**src/hw/rtl/eodm_pkg.sv**
```systemverilog
package eodm_pkg;

    localparam int COORD_BITS_DEF = 11;
    localparam int PT_BITS = 22;

    localparam logic [15:0] RATIO_MAX_RST = 16'd16384;
    localparam logic [15:0] RATIO_MIN_RST = 16'd0;
    localparam logic [6:0] LIMIT_RST = 7'd80;
    localparam logic [7:0] RUN_RST = 8'd20;

    localparam logic [1:0] REG_MAX = 2'd0;
    localparam logic [1:0] REG_MIN = 2'd1;
    localparam logic [1:0] REG_LIMIT = 2'd2;
    localparam logic [1:0] REG_RUN = 2'd3;

    typedef struct packed {
        logic [PT_BITS-1:0] left_eye_pt0;
        logic [PT_BITS-1:0] left_eye_pt1;
        logic [PT_BITS-1:0] left_eye_pt2;
        logic [PT_BITS-1:0] left_eye_pt3;
        logic [PT_BITS-1:0] left_eye_pt4;
        logic [PT_BITS-1:0] left_eye_pt5;
        logic [PT_BITS-1:0] right_eye_pt0;
        logic [PT_BITS-1:0] right_eye_pt1;
        logic [PT_BITS-1:0] right_eye_pt2;
        logic [PT_BITS-1:0] right_eye_pt3;
        logic [PT_BITS-1:0] right_eye_pt4;
        logic [PT_BITS-1:0] right_eye_pt5;
    } in_item_t;

    typedef struct packed {
        logic [15:0] aspect_ratio;
        logic signed [15:0] open_percent;
        logic [7:0] low_run;
        logic drowsy_alarm;
        logic range_error;
    } out_item_t;

    typedef struct packed {
        logic load;
        logic eye_sel;
        logic geo;
        logic div_start;
        logic div_step;
        logic sqrt_start;
        logic sqrt_step;
        logic eye_store;
        logic pct_start;
        logic pct_step;
        logic finish;
    } cmd_t;

    typedef struct packed {
        logic div_done;
        logic sqrt_done;
        logic pct_done;
    } status_t;

    typedef enum logic [10:0] {
        ST_IDLE = 11'b00000000001,
        ST_GEO = 11'b00000000010,
        ST_DSTART = 11'b00000000100,
        ST_DIV = 11'b00000001000,
        ST_SSTART = 11'b00000010000,
        ST_SQRT = 11'b00000100000,
        ST_STORE = 11'b00001000000,
        ST_PSTART = 11'b00010000000,
        ST_PCT = 11'b00100000000,
        ST_FIN = 11'b01000000000,
        ST_OUT = 11'b10000000000
    } state_t;

endpackage

```
**src/hw/rtl/eodm_ctrl.sv**
```systemverilog
module eodm_ctrl (
    input  logic clk,
    input  logic rst_n,
    input  logic in_valid,
    output logic in_ready,
    output logic out_valid,
    input  logic out_ready,
    input  eodm_pkg::status_t status,
    output eodm_pkg::cmd_t cmd
);

    eodm_pkg::state_t state_reg, state_next;
    logic eye_reg, eye_next;

    assign in_ready = (state_reg == eodm_pkg::ST_IDLE);
    assign out_valid = (state_reg == eodm_pkg::ST_OUT);

    always_comb
    begin
        state_next = state_reg;
        eye_next = eye_reg;
        cmd = '0;
        cmd.eye_sel = eye_reg;
        case (state_reg)
            eodm_pkg::ST_IDLE:
            begin
                if (in_valid)
                begin
                    cmd.load = 1'b1;
                    eye_next = 1'b0;
                    state_next = eodm_pkg::ST_GEO;
                end
            end
            eodm_pkg::ST_GEO:
            begin
                cmd.geo = 1'b1;
                state_next = eodm_pkg::ST_DSTART;
            end
            eodm_pkg::ST_DSTART:
            begin
                cmd.div_start = 1'b1;
                state_next = eodm_pkg::ST_DIV;
            end
            eodm_pkg::ST_DIV:
            begin
                cmd.div_step = 1'b1;
                if (status.div_done)
                    state_next = eodm_pkg::ST_SSTART;
            end
            eodm_pkg::ST_SSTART:
            begin
                cmd.sqrt_start = 1'b1;
                state_next = eodm_pkg::ST_SQRT;
            end
            eodm_pkg::ST_SQRT:
            begin
                cmd.sqrt_step = 1'b1;
                if (status.sqrt_done)
                    state_next = eodm_pkg::ST_STORE;
            end
            eodm_pkg::ST_STORE:
            begin
                cmd.eye_store = 1'b1;
                if (eye_reg)
                    state_next = eodm_pkg::ST_PSTART;
                else
                begin
                    eye_next = 1'b1;
                    state_next = eodm_pkg::ST_GEO;
                end
            end
            eodm_pkg::ST_PSTART:
            begin
                cmd.pct_start = 1'b1;
                state_next = eodm_pkg::ST_PCT;
            end
            eodm_pkg::ST_PCT:
            begin
                cmd.pct_step = 1'b1;
                if (status.pct_done)
                    state_next = eodm_pkg::ST_FIN;
            end
            eodm_pkg::ST_FIN:
            begin
                cmd.finish = 1'b1;
                state_next = eodm_pkg::ST_OUT;
            end
            eodm_pkg::ST_OUT:
            begin
                if (out_ready)
                    state_next = eodm_pkg::ST_IDLE;
            end
            default: state_next = eodm_pkg::ST_IDLE;
        endcase
    end

    always_ff @(posedge clk or negedge rst_n)
    begin
        if (!rst_n)
        begin
            state_reg <= eodm_pkg::ST_IDLE;
            eye_reg <= 1'b0;
        end
        else
        begin
            state_reg <= state_next;
            eye_reg <= eye_next;
        end
    end

endmodule

```
**src/hw/rtl/eodm_datapath.sv**
```systemverilog
module eodm_datapath (
    input  logic clk,
    input  logic rst_n,
    input  eodm_pkg::in_item_t in_item,
    input  eodm_pkg::cmd_t cmd,
    output eodm_pkg::status_t status,
    input  logic [15:0] ratio_max,
    input  logic [15:0] ratio_min,
    input  logic [6:0] limit,
    input  logic [7:0] run_len,
    output eodm_pkg::out_item_t out_item
);

    localparam int CB = eodm_pkg::COORD_BITS_DEF;
    localparam int D2 = 2 * CB + 1;          // width of a squared distance sum
    localparam int NUMW = D2 + 28;           // dividend width
    localparam int QW = NUMW;                // quotient width
    localparam int SW = (QW + 1) / 2;        // root width
    localparam int DCW = $clog2(QW + 1);
    localparam int SCW = $clog2(SW + 1);

    eodm_pkg::in_item_t pts_reg;
    logic [D2-1:0] v2_reg, h2_reg;
    logic h2z_reg;

    logic [QW-1:0] quo_reg, quo_next;
    logic [D2:0] rem_reg, rem_next;
    logic [DCW-1:0] dcnt_reg;

    logic [QW+1:0] srem_reg, srem_next;
    logic [SW-1:0] root_reg, root_next;
    logic [2*SW-1:0] sval_reg;
    logic [SCW-1:0] scnt_reg;

    logic [15:0] left_reg;
    logic [15:0] ratio_reg;

    // Percent divider: |diff*6400| by |span|, restoring, 30 bits.
    localparam int PNW = 30;
    logic [PNW-1:0] pq_reg, pq_next;
    logic [16:0] pr_reg, pr_next;
    logic [4:0] pcnt_reg;
    logic signed [17:0] diff_reg, span_reg;
    logic [16:0] aspan_reg;

    logic [7:0] run_reg;
    eodm_pkg::out_item_t out_reg;

    function automatic logic [CB-1:0] cx(input logic [eodm_pkg::PT_BITS-1:0] p);
        cx = p[CB-1:0];
    endfunction
    function automatic logic [CB-1:0] cy(input logic [eodm_pkg::PT_BITS-1:0] p);
        cy = p[2*CB-1:CB];
    endfunction

    logic [eodm_pkg::PT_BITS-1:0] p0, p1, p2, p3, p4, p5;
    logic [CB:0] sx_u, sy_u, sx_l, sy_l;
    logic signed [CB+1:0] vx, vy, hx, hy;
    logic [D2-1:0] v2_c, h2_c;

    always_comb
    begin
        if (cmd.eye_sel)
        begin
            p0 = pts_reg.right_eye_pt0; p1 = pts_reg.right_eye_pt1;
            p2 = pts_reg.right_eye_pt2; p3 = pts_reg.right_eye_pt3;
            p4 = pts_reg.right_eye_pt4; p5 = pts_reg.right_eye_pt5;
        end
        else
        begin
            p0 = pts_reg.left_eye_pt0; p1 = pts_reg.left_eye_pt1;
            p2 = pts_reg.left_eye_pt2; p3 = pts_reg.left_eye_pt3;
            p4 = pts_reg.left_eye_pt4; p5 = pts_reg.left_eye_pt5;
        end
        sx_u = {1'b0, cx(p1)} + {1'b0, cx(p2)};
        sy_u = {1'b0, cy(p1)} + {1'b0, cy(p2)};
        sx_l = {1'b0, cx(p4)} + {1'b0, cx(p5)};
        sy_l = {1'b0, cy(p4)} + {1'b0, cy(p5)};
        vx = $signed({2'b00, sx_u[CB:1]}) - $signed({2'b00, sx_l[CB:1]});
        vy = $signed({2'b00, sy_u[CB:1]}) - $signed({2'b00, sy_l[CB:1]});
        hx = $signed({2'b00, cx(p0)}) - $signed({2'b00, cx(p3)});
        hy = $signed({2'b00, cy(p0)}) - $signed({2'b00, cy(p3)});
        v2_c = D2'(vx * vx) + D2'(vy * vy);
        h2_c = D2'(hx * hx) + D2'(hy * hy);
    end

    // Restoring divide of (v2 << 28) by h2, one quotient bit per cycle.
    logic [D2:0] rtry;
    logic [D2+1:0] rsub;
    always_comb
    begin
        rtry = {rem_reg[D2-1:0], quo_reg[QW-1]};
        rsub = {1'b0, rtry} - {2'b00, h2_reg};
        quo_next = {quo_reg[QW-2:0], ~rsub[D2+1]};
        rem_next = rsub[D2+1] ? rtry : rsub[D2:0];
    end

    // Integer square root, two radicand bits per cycle.
    logic [QW+1:0] strial;
    logic [QW+1:0] sshift;
    always_comb
    begin
        sshift = {srem_reg[QW-1:0], sval_reg[2*SW-1 -: 2]};
        strial = (QW+2)'({root_reg, 2'b01});
        if (sshift >= strial)
        begin
            srem_next = sshift - strial;
            root_next = {root_reg[SW-2:0], 1'b1};
        end
        else
        begin
            srem_next = sshift;
            root_next = {root_reg[SW-2:0], 1'b0};
        end
    end

    logic [15:0] eye_ratio;
    assign eye_ratio = h2z_reg ? 16'hFFFF :
                       ((|root_reg[SW-1:16]) ? 16'hFFFF : root_reg[15:0]);

    logic [16:0] pr_try;
    logic [17:0] pr_sub;
    always_comb
    begin
        pr_try = {pr_reg[15:0], pq_reg[PNW-1]};
        pr_sub = {1'b0, pr_try} - {1'b0, aspan_reg};
        pq_next = {pq_reg[PNW-2:0], ~pr_sub[17]};
        pr_next = pr_sub[17] ? pr_try : pr_sub[16:0];
    end

    logic signed [17:0] diff_c, span_c;
    logic [16:0] adiff_c;
    logic signed [31:0] pct_s;
    logic signed [15:0] pct_sat;
    logic signed [26:0] lhs, rhs;
    logic low, rerr;
    logic neg;
    always_comb
    begin
        diff_c = $signed({2'b00, ratio_reg}) - $signed({2'b00, ratio_min});
        span_c = $signed({2'b00, ratio_max}) - $signed({2'b00, ratio_min});
        adiff_c = diff_c[17] ? 17'(-diff_c) : diff_c[16:0];
        neg = diff_reg[17] ^ span_reg[17];
        pct_s = neg ? -$signed({2'b00, pq_reg}) : $signed({2'b00, pq_reg});
        if (pct_s > 32'sd32767)
            pct_sat = 16'sh7FFF;
        else if (pct_s < -32'sd32768)
            pct_sat = 16'sh8000;
        else
            pct_sat = pct_s[15:0];
        rerr = (span_reg == 18'sd0);
        lhs = 27'(diff_reg * 18'sd100);
        rhs = 27'(span_reg * $signed({11'd0, limit}));
        if (rerr)
            low = 1'b1;
        else if (!span_reg[17])
            low = (lhs <= rhs);
        else
            low = (lhs >= rhs);
    end

    assign status.div_done = (dcnt_reg == DCW'(QW - 1));
    assign status.sqrt_done = (scnt_reg == SCW'(SW - 1));
    assign status.pct_done = (pcnt_reg == 5'(PNW - 1));

    logic [16:0] sum_lr;
    assign sum_lr = {1'b0, left_reg} + {1'b0, eye_ratio};

    always_ff @(posedge clk)
    begin
        if (cmd.load)
            pts_reg <= in_item;
        if (cmd.geo)
        begin
            v2_reg <= v2_c;
            h2_reg <= h2_c;
            h2z_reg <= (h2_c == '0);
        end
        if (cmd.div_start)
        begin
            quo_reg <= {v2_reg, 28'd0};
            rem_reg <= '0;
            dcnt_reg <= '0;
        end
        else if (cmd.div_step)
        begin
            quo_reg <= quo_next;
            rem_reg <= rem_next;
            dcnt_reg <= dcnt_reg + 1'b1;
        end
        if (cmd.sqrt_start)
        begin
            // The radicand is widened to an even number of bits.
            sval_reg <= (2*SW)'(quo_reg);
            srem_reg <= '0;
            root_reg <= '0;
            scnt_reg <= '0;
        end
        else if (cmd.sqrt_step)
        begin
            sval_reg <= {sval_reg[2*SW-3:0], 2'b00};
            srem_reg <= srem_next;
            root_reg <= root_next;
            scnt_reg <= scnt_reg + 1'b1;
        end
        if (cmd.eye_store)
        begin
            if (cmd.eye_sel)
                ratio_reg <= sum_lr[16:1];
            else
                left_reg <= eye_ratio;
        end
        if (cmd.pct_start)
        begin
            diff_reg <= diff_c;
            span_reg <= span_c;
            aspan_reg <= span_c[17] ? 17'(-span_c) : span_c[16:0];
            pq_reg <= PNW'(adiff_c * 13'd6400);
            pr_reg <= '0;
            pcnt_reg <= '0;
        end
        else if (cmd.pct_step)
        begin
            pq_reg <= pq_next;
            pr_reg <= pr_next;
            pcnt_reg <= pcnt_reg + 1'b1;
        end
    end

    logic [7:0] run_new;
    assign run_new = low ? ((run_reg == 8'hFF) ? run_reg : run_reg + 8'd1) : 8'd0;

    always_ff @(posedge clk or negedge rst_n)
    begin
        if (!rst_n)
            run_reg <= '0;
        else if (cmd.finish)
            run_reg <= run_new;
    end

    always_ff @(posedge clk)
    begin
        if (cmd.finish)
        begin
            out_reg.aspect_ratio <= ratio_reg;
            out_reg.open_percent <= rerr ? 16'sd0 : pct_sat;
            out_reg.low_run <= run_new;
            out_reg.drowsy_alarm <= (run_new > run_len);
            out_reg.range_error <= rerr;
        end
    end

    assign out_item = out_reg;

endmodule

```
**src/hw/rtl/eye_openness_drowsiness_monitor_unit.sv**
```systemverilog
// Eye openness drowsiness monitor.
// Input channel (in_valid/in_ready/in_data) carries one request with twelve
// packed eye landmarks; output channel (out_valid/out_ready/out_data) returns
// one result per request: mean eye aspect ratio, openness percent, low run
// count, alarm and calibration range error.
// One request is processed at a time. For each eye a bit-serial divider runs
// one quotient bit per cycle followed by a square root unit at one root bit
// per cycle, framed by geometry, start and store steps; the percent stage
// follows both eyes. out_valid rises after the percent stage, and a new
// request can be accepted only once the previous result has been taken.
// in_ready is high only while the block is idle. If the receiver stalls,
// the result is held in the output register and no new request is taken.
// Reset clears the controller, the low run count and restores the
// calibration registers; APB writes are accepted at any time but should be
// made while idle.
module eye_openness_drowsiness_monitor_unit (
    input  logic clk,
    input  logic rst_n,
    input  logic in_valid,
    output logic in_ready,
    input  eodm_pkg::in_item_t in_data,
    output logic out_valid,
    input  logic out_ready,
    output eodm_pkg::out_item_t out_data,
    input  logic psel,
    input  logic penable,
    input  logic pwrite,
    input  logic [3:0] paddr,
    input  logic [31:0] pwdata,
    output logic [31:0] prdata,
    output logic pready
);

    logic [15:0] max_reg, min_reg;
    logic [6:0] limit_reg;
    logic [7:0] run_reg;
    eodm_pkg::cmd_t cmd;
    eodm_pkg::status_t status;

    assign pready = 1'b1;

    always_ff @(posedge clk or negedge rst_n)
    begin
        if (!rst_n)
        begin
            max_reg <= eodm_pkg::RATIO_MAX_RST;
            min_reg <= eodm_pkg::RATIO_MIN_RST;
            limit_reg <= eodm_pkg::LIMIT_RST;
            run_reg <= eodm_pkg::RUN_RST;
        end
        else if (psel && penable && pwrite && paddr[1:0] == 2'b00)
        begin
            case (paddr[3:2])
                eodm_pkg::REG_MAX: max_reg <= pwdata[15:0];
                eodm_pkg::REG_MIN: min_reg <= pwdata[15:0];
                eodm_pkg::REG_LIMIT: limit_reg <= pwdata[6:0];
                eodm_pkg::REG_RUN: run_reg <= pwdata[7:0];
                default: ;
            endcase
        end
    end

    always_comb
    begin
        case (paddr[3:2])
            eodm_pkg::REG_MAX: prdata = {16'd0, max_reg};
            eodm_pkg::REG_MIN: prdata = {16'd0, min_reg};
            eodm_pkg::REG_LIMIT: prdata = {25'd0, limit_reg};
            eodm_pkg::REG_RUN: prdata = {24'd0, run_reg};
            default: prdata = '0;
        endcase
    end

    eodm_ctrl u_ctrl (
        .clk(clk), .rst_n(rst_n),
        .in_valid(in_valid), .in_ready(in_ready),
        .out_valid(out_valid), .out_ready(out_ready),
        .status(status), .cmd(cmd)
    );

    eodm_datapath u_dp (
        .clk(clk), .rst_n(rst_n),
        .in_item(in_data), .cmd(cmd), .status(status),
        .ratio_max(max_reg), .ratio_min(min_reg),
        .limit(limit_reg), .run_len(run_reg),
        .out_item(out_data)
    );

endmodule

```
**config.mk**
```make
export PLATFORM = sky130hd
export DESIGN_NAME = eye_openness_drowsiness_monitor_unit
export DESIGN_NICKNAME = d
export VERILOG_FILES = /design/src/hw/rtl/eodm_pkg.sv /design/src/hw/rtl/eodm_ctrl.sv /design/src/hw/rtl/eodm_datapath.sv /design/src/hw/rtl/eye_openness_drowsiness_monitor_unit.sv
export SDC_FILE = /design/constraint.sdc
export NUM_CORES = 2
export LEC_CHECK = 0
export BUFFER_PORTS_ARGS = -buffer_cell sky130_fd_sc_hd__clkbuf_2
export CAP_MARGIN = 15
export CORE_MARGIN = 3
export CORE_UTILIZATION = 63
export DETAILED_ROUTE_END_ITERATION = 12
export PLACE_DENSITY = 0.82
export SLEW_MARGIN = 20
export SYNTH_ARGS = -nofsm -noshare
export SYNTH_HDL_FRONTEND = slang
export SYNTH_HIERARCHICAL = 1
export SYNTH_SLANG_ARGS = --single-unit
```
**constraint.sdc**
```tcl
create_clock -name clk -period 16.4 [get_ports clk]
set_clock_uncertainty 0.2 [all_clocks]
set_input_delay 3.28 -clock clk [delete_from_list [all_inputs] [get_ports clk]]
set_output_delay 3.28 -clock clk [all_outputs]
set_load 0.02 [all_outputs]
```
---- Word-level counts from Yosys, hierarchy flattened ----
Cells that the tools add are included.
operators by class
  multiply operators ...................... 7
  reduce and logical (&&, ||, !) cells .... 21
  add/sub/neg operators ................... 23
  eq/ne operators ......................... 23
  bitwise gates (word level) .............. 4
  magnitude comparators ................... 6
  multiplexer cells ....................... 48
operators with widths
  cell                                                              number
  two-way mux 51 bit                                                5
  two-way mux 22 bit                                                6
  case mux 32 bit (4 select lines)                                  1
  case mux 11 bit (11 select lines)                                 1
  multiplier 12 x 12 -> 23 bit                                      4
  two-way mux 16 bit                                                4
  two-way mux 30 bit                                                2
  two-way mux 11 bit                                                5
  >= comparator 53 x 28 -> 1 bit                                    1
  subtractor 51 x 28 -> 51 bit                                      1
  adder 11 x 11 -> 12 bit                                           4
  subtractor 11 x 11 -> 12 bit                                      4
  adder 23 bit                                                      2
  two-way mux 17 bit                                                2
  negation 17 bit                                                   2
  subtractor 16 x 16 -> 17 bit                                      2
  greater-than comparator 32 x 16 -> 1 bit (second input constant)  1
  less-than comparator 32 x 16 -> 1 bit (second input constant)     1
  two-way mux 32 bit                                                1
  negation 30 -> 32 bit                                             1
  >= comparator 27 bit                                              1
  less-or-equal comparator 27 bit                                   1
  multiplier 17 x 8 -> 25 bit                                       1
  subtractor 24 x 23 -> 25 bit                                      1
  other kinds (42)                                                  78
word-level totals
  word-level logic and storage cells ...... 178
  output and inout bits ................... 77
  register bits after elaboration ......... 768

---- Logic depth before layout (Yosys ltp) ----
  depth in word-level cells ............... 6
  gate-level depth with buffers ........... 50

---- Cells and area by module ----
Netlist, hierarchy kept.
by module, submodules not included
  module                                instances  seq. area each (sq um)  cells an instance  area an instance (sq um)
  eodm_datapath                         1          19528.7                 6163               63425.8
  eye_openness_drowsiness_monitor_unit  1          1182.4                  153                2323.5
  eodm_ctrl                             1          301.5                   81                 777.0

---- Least setup slack after synthesis ----
OpenSTA, ideal clock, no wires.
  path type ............................... input -> register
  from .................................... in in_valid
  to ...................................... reg u_dp/pts_reg[0] in the netlist's numbering, enable pin
  arrival ................................. 14163 ps
  library setup time ...................... 895 ps
  stages on the path ...................... 2
  path slack .............................. 1142 ps
  required time ........................... 15305 ps
  cells stage by stage .................... inv_1 > nor2_1
RTL lines
  what                  RTL line                                    source
  from (decl)           eye_openness_drowsiness_monitor_unit.sv:19  input logic in_valid,
  to (signal assigned)  eodm_datapath.sv:172                        pts_reg <= in_item;
  to (decl)             eodm_datapath.sv:22                         eodm_pkg::in_item_t pts_reg;

---- Worst setup path in the final report ----
  from .................................... reg u_ctrl.eye_reg
  to ...................................... reg u_dp.v2_reg[22] (data pin)
between the ends
  word-level cells in the longest chain between the ends .. 5
  elaborated cells between the ends (all ways) .. 13
ends and longest elaborated chain
  what                                                    RTL line                                  source
  from (decl)                                             eodm_ctrl.sv:13                           logic eye_reg, eye_next;
  from (signal assigned)                                  eodm_ctrl.sv:107                          eye_reg <= eye_next;
  two-way mux 22 bit                                      eodm_datapath.sv:63                       if (cmd.eye_sel)
  adder 11 x 11 -> 12 bit, on equally long branches       --
  subtractor 11 x 11 -> 12 bit, on equally long branches  eodm_datapath.sv:79, eodm_datapath.sv:80
  multiplier 12 x 12 -> 23 bit                            eodm_datapath.sv:83                       v2_c = D2'(vx * vx) + D2'(vy * vy);
  adder 23 bit (*)                                        eodm_datapath.sv:83
  net u_dp.v2_c[22]                                       eodm_datapath.sv:59                       logic [D2-1:0] v2_c, h2_c;
  to (signal assigned)                                    eodm_datapath.sv:175                      v2_reg <= v2_c;
  to (decl)                                               eodm_datapath.sv:23                       logic [D2-1:0] v2_reg, h2_reg;
The timed path passes the listed nets; every way through them passes the cells marked *.
A chain may end at the register's enable or synchronous reset.

==> metrics.md <==
| Metric | Value |
|---|---|
| Post-route DRC | `0` |
| Cell Rows | `118` |
| Hold Fails Final Rpt | `0` |
| Synth warn | `6` |
| Io pins | `384` |
| ANT cells | `0` |
| WL/cell | `18.3 µm` |
| Post-synthesis sequential area ratio | `0.316` |
| Synth Flop Type | `edfxtp_1` |
| Crit path max fanout | `48` |
| Clock Latency Late Sink | `0.67 ns` |
| Critical-path top delay cell | `xnor2_1` |
| Vias | `46.9k` |
| RSZ-0062 raised after global routing | `no` |
| Period minus WS final | `12.13 ns` |
| Rel. slew slack | `0.274` |
| I/O Buffers | `350` |
| EDFF count, synth | `531` |
| Non-Filler Instances | `8,159` |
| Number of global-route vias before repair | `48.8k` |
| Worst EP required | `16.58 ns` |
| Initial antenna violation count | `1` |
| Die boundary width | `331 µm` |
| Setup ws final | `4.27 ns` |
| Max-cap violations | `0` |
| Placed instance count | `8,010` |
| Commonest non-fill, non-tap cell in the layout | `inv_1` |
| Largest net degree at the start of global routing | `95` |
| Outcome | `finished clean` |
| Gpl congestion | `0.911` |
| Mapped Cells | `6,397` |
| TNS Setup | `0 ns` |
| PostCTS Resize Cnt | `0` |
| Asr flop ratio synth | `0.0874` |
| Synthesized area | `66,500 µm²` |
| Layout cells sized above 1 | `0.118` |
| Fmax | `0.0825 GHz` |
| Antenna-violating nets left | `0` |
| R2R Setup Slk | `4.27 ns` |
| First-pass GRT wire length | `245,000 µm` |
| DRT Pass-1 Iters | `6` |
| Setup Fix Bufs, Post-CTS | `0` |
| Area of the core | `104,000 µm²` |
| Most frequent cells in the layout | `inv_1, fa_1, ha_1, edfxtp_1, nor2_1` |
| Setup violators final | `0` |
| Crit end category | `flip-flop` |
| H-tree Lvls | `3` |
| Final cycle utilization of the critical path | `0.739` |
| Initial Util | `0.639` |
| Largest register FFs | `264` |
| WS Path Type | `reg2reg` |
| Final core utilization | `0.695` |
| Clk slew on worst S/H paths | `0.06 ns` |
| CTS tree | `done` |
| Yosys reg bits | `767` |
| DR vias/cell | `5.75` |
| Root Buffer | `clkbuf_16` |
| HPWL Detailed | `115,000 µm` |
| Clock Tree Buf Depth | `3` |
| Area grow syn2layout | `8.69%` |
| Final Max Slew Viols | `0` |
| CP arrival | `12.31 ns` |
| Die area | `110,000 µm²` |
| Total wire length | `149,000 µm` |
| Avg Inst Size Synth | `10.4 µm²` |
| All-Layer GR Usage | `0.280` |
| Clock Sinks | `767` |
| Hold Crit Class | `reg2reg` |
| Netlist cell types | `101` |
| CP startpoint kind | `flip-flop` |
| Worst-Margin Slew | `1.09 ns` |
| Cts hold-fix bufs | `0` |
| Starting DRT DRC Count | `3,037` |
| Nets@finish | `8,255` |
| CTS buffer count | `80` |
| Gr ovfl total | `0` |
| DP Worst Slack | `4.61 ns` |
| Die Height | `331 µm` |
| Largest stage delay, worst path | `0.82 ns` |
==> worst max-delay path: cells and delay by family (launching register included) <==
family / cells / cell delay [ns]
AOI/OAI and AO/OA: 13 / 2.37
muxes: 1 / 0.38
and+or+nand+nor: 6 / 1.15
buffers and inverters: 9 / 1.67
adders and majority gates: 10 / 4.14
xor gates and xnor gates: 3 / 1.15
DFF: 1 / 0.67
==> worst paths after layout <==
check	startpoint	endpoint	cells after the start
setup / recovery	u_ctrl/eye_reg$_DFFE_PN0P_	u_dp/v2_reg[22]$_DFFE_PP_	42
hold / removal	u_dp/srem_reg[50]$_SDFFE_PP0P_	u_dp/srem_reg[50]$_SDFFE_PP0P_	2
setup reg to reg	u_ctrl/eye_reg$_DFFE_PN0P_	u_dp/v2_reg[22]$_DFFE_PP_	42
hold reg to reg	u_dp/srem_reg[50]$_SDFFE_PP0P_	u_dp/srem_reg[50]$_SDFFE_PP0P_	2
max in group asynchronous	rst_n	u_ctrl/eye_reg$_DFFE_PN0P_	1
min in group asynchronous	rst_n	u_dp/run_reg[4]$_DFFE_PN0P_	1
==> synth_stat cells, drive strengths merged, types with 9 or more instances <==
cell type  number  area (µm²)
nor2          502        1880
dfxtp         169        3380
a2111oi         9        78.8
clkbuf        111         417
nand3b         11        82.6
nor3           89         465
clkinv         17        63.8
xor2          136        1190
nand2         405        1520
edfxtp        531       15900
nor4           32         243
xnor2         247        2160
or4            15         124
fa            669       13400
o211ai         21         158
o31ai          12        90.1
a21o           92         691
a31oi          40         250
mux2          195        2230
buf            64         402
a31o           10        87.6
inv          1120        4200
mux2i         136        1360
dfrtp          61        1530
or2            17         106
o21a           33         248
a21oi         194         975
a311oi         21         184
nand3          67         335
nand4          52         332
ha            567        7090
nor2b          58         363
and2          107         669
o21bai         25         188
or3            37         236
o41ai          10        95.1
o21ai         192         998
a21boi         14         105
and3           29         181
a22o           25         219
nand2b         62         390
a211oi         69         523
==> per-stage QoR <==
step,area [µm²],hold slack (ns)
floorplan,66600,0.225
global placement,69700,0.236
detailed placement,69700,0.248
CTS,72300,0.262
global route,72300,0.298
finish,72300,0.261
==> cells by family (layout without fill, tap and decap cells) <==
kind of cell | after synthesis | count (layout) | synth area share
AO/OA/AOI/OAI | 834 | 834 | 0.0826
buffers and inverters | 1312 | 1679 | 0.0765
multiplexers | 338 | 338 | 0.0564
AND/OR/NAND/NOR | 1524 | 1524 | 0.110
adder cells (fa/ha/maj) | 1237 | 1237 | 0.308
XOR/XNOR | 383 | 383 | 0.0504
flip-flops | 767 | 767 | 0.316
other | 2 | 17 | 0.000113
==> routing by layer <==
layer / routed length, µm / track usage / up-vias
li1: - / - / 21900
met5: 13 / 0 / -
met2: 74600 / 0.484 / 1673
met3: 9780 / 0.0468 / 343
met1: 59200 / 0.353 / 23000
met4: 5930 / 0.107 / 2
==> cell type report <==
type                    instances  area [µm²]
repair buffers                393        2080
fillers                      7423       31800
inverters                    1137        4270
clock buffers                 105        2210
clock inverters                44         433
flip-flops and latches        767       21000
well taps                    1380        1730
multi-input cells            4333       40600
Power is not shown: default switching activity piles up to over one toggle a cycle in this logic, so the estimate is an artifact.
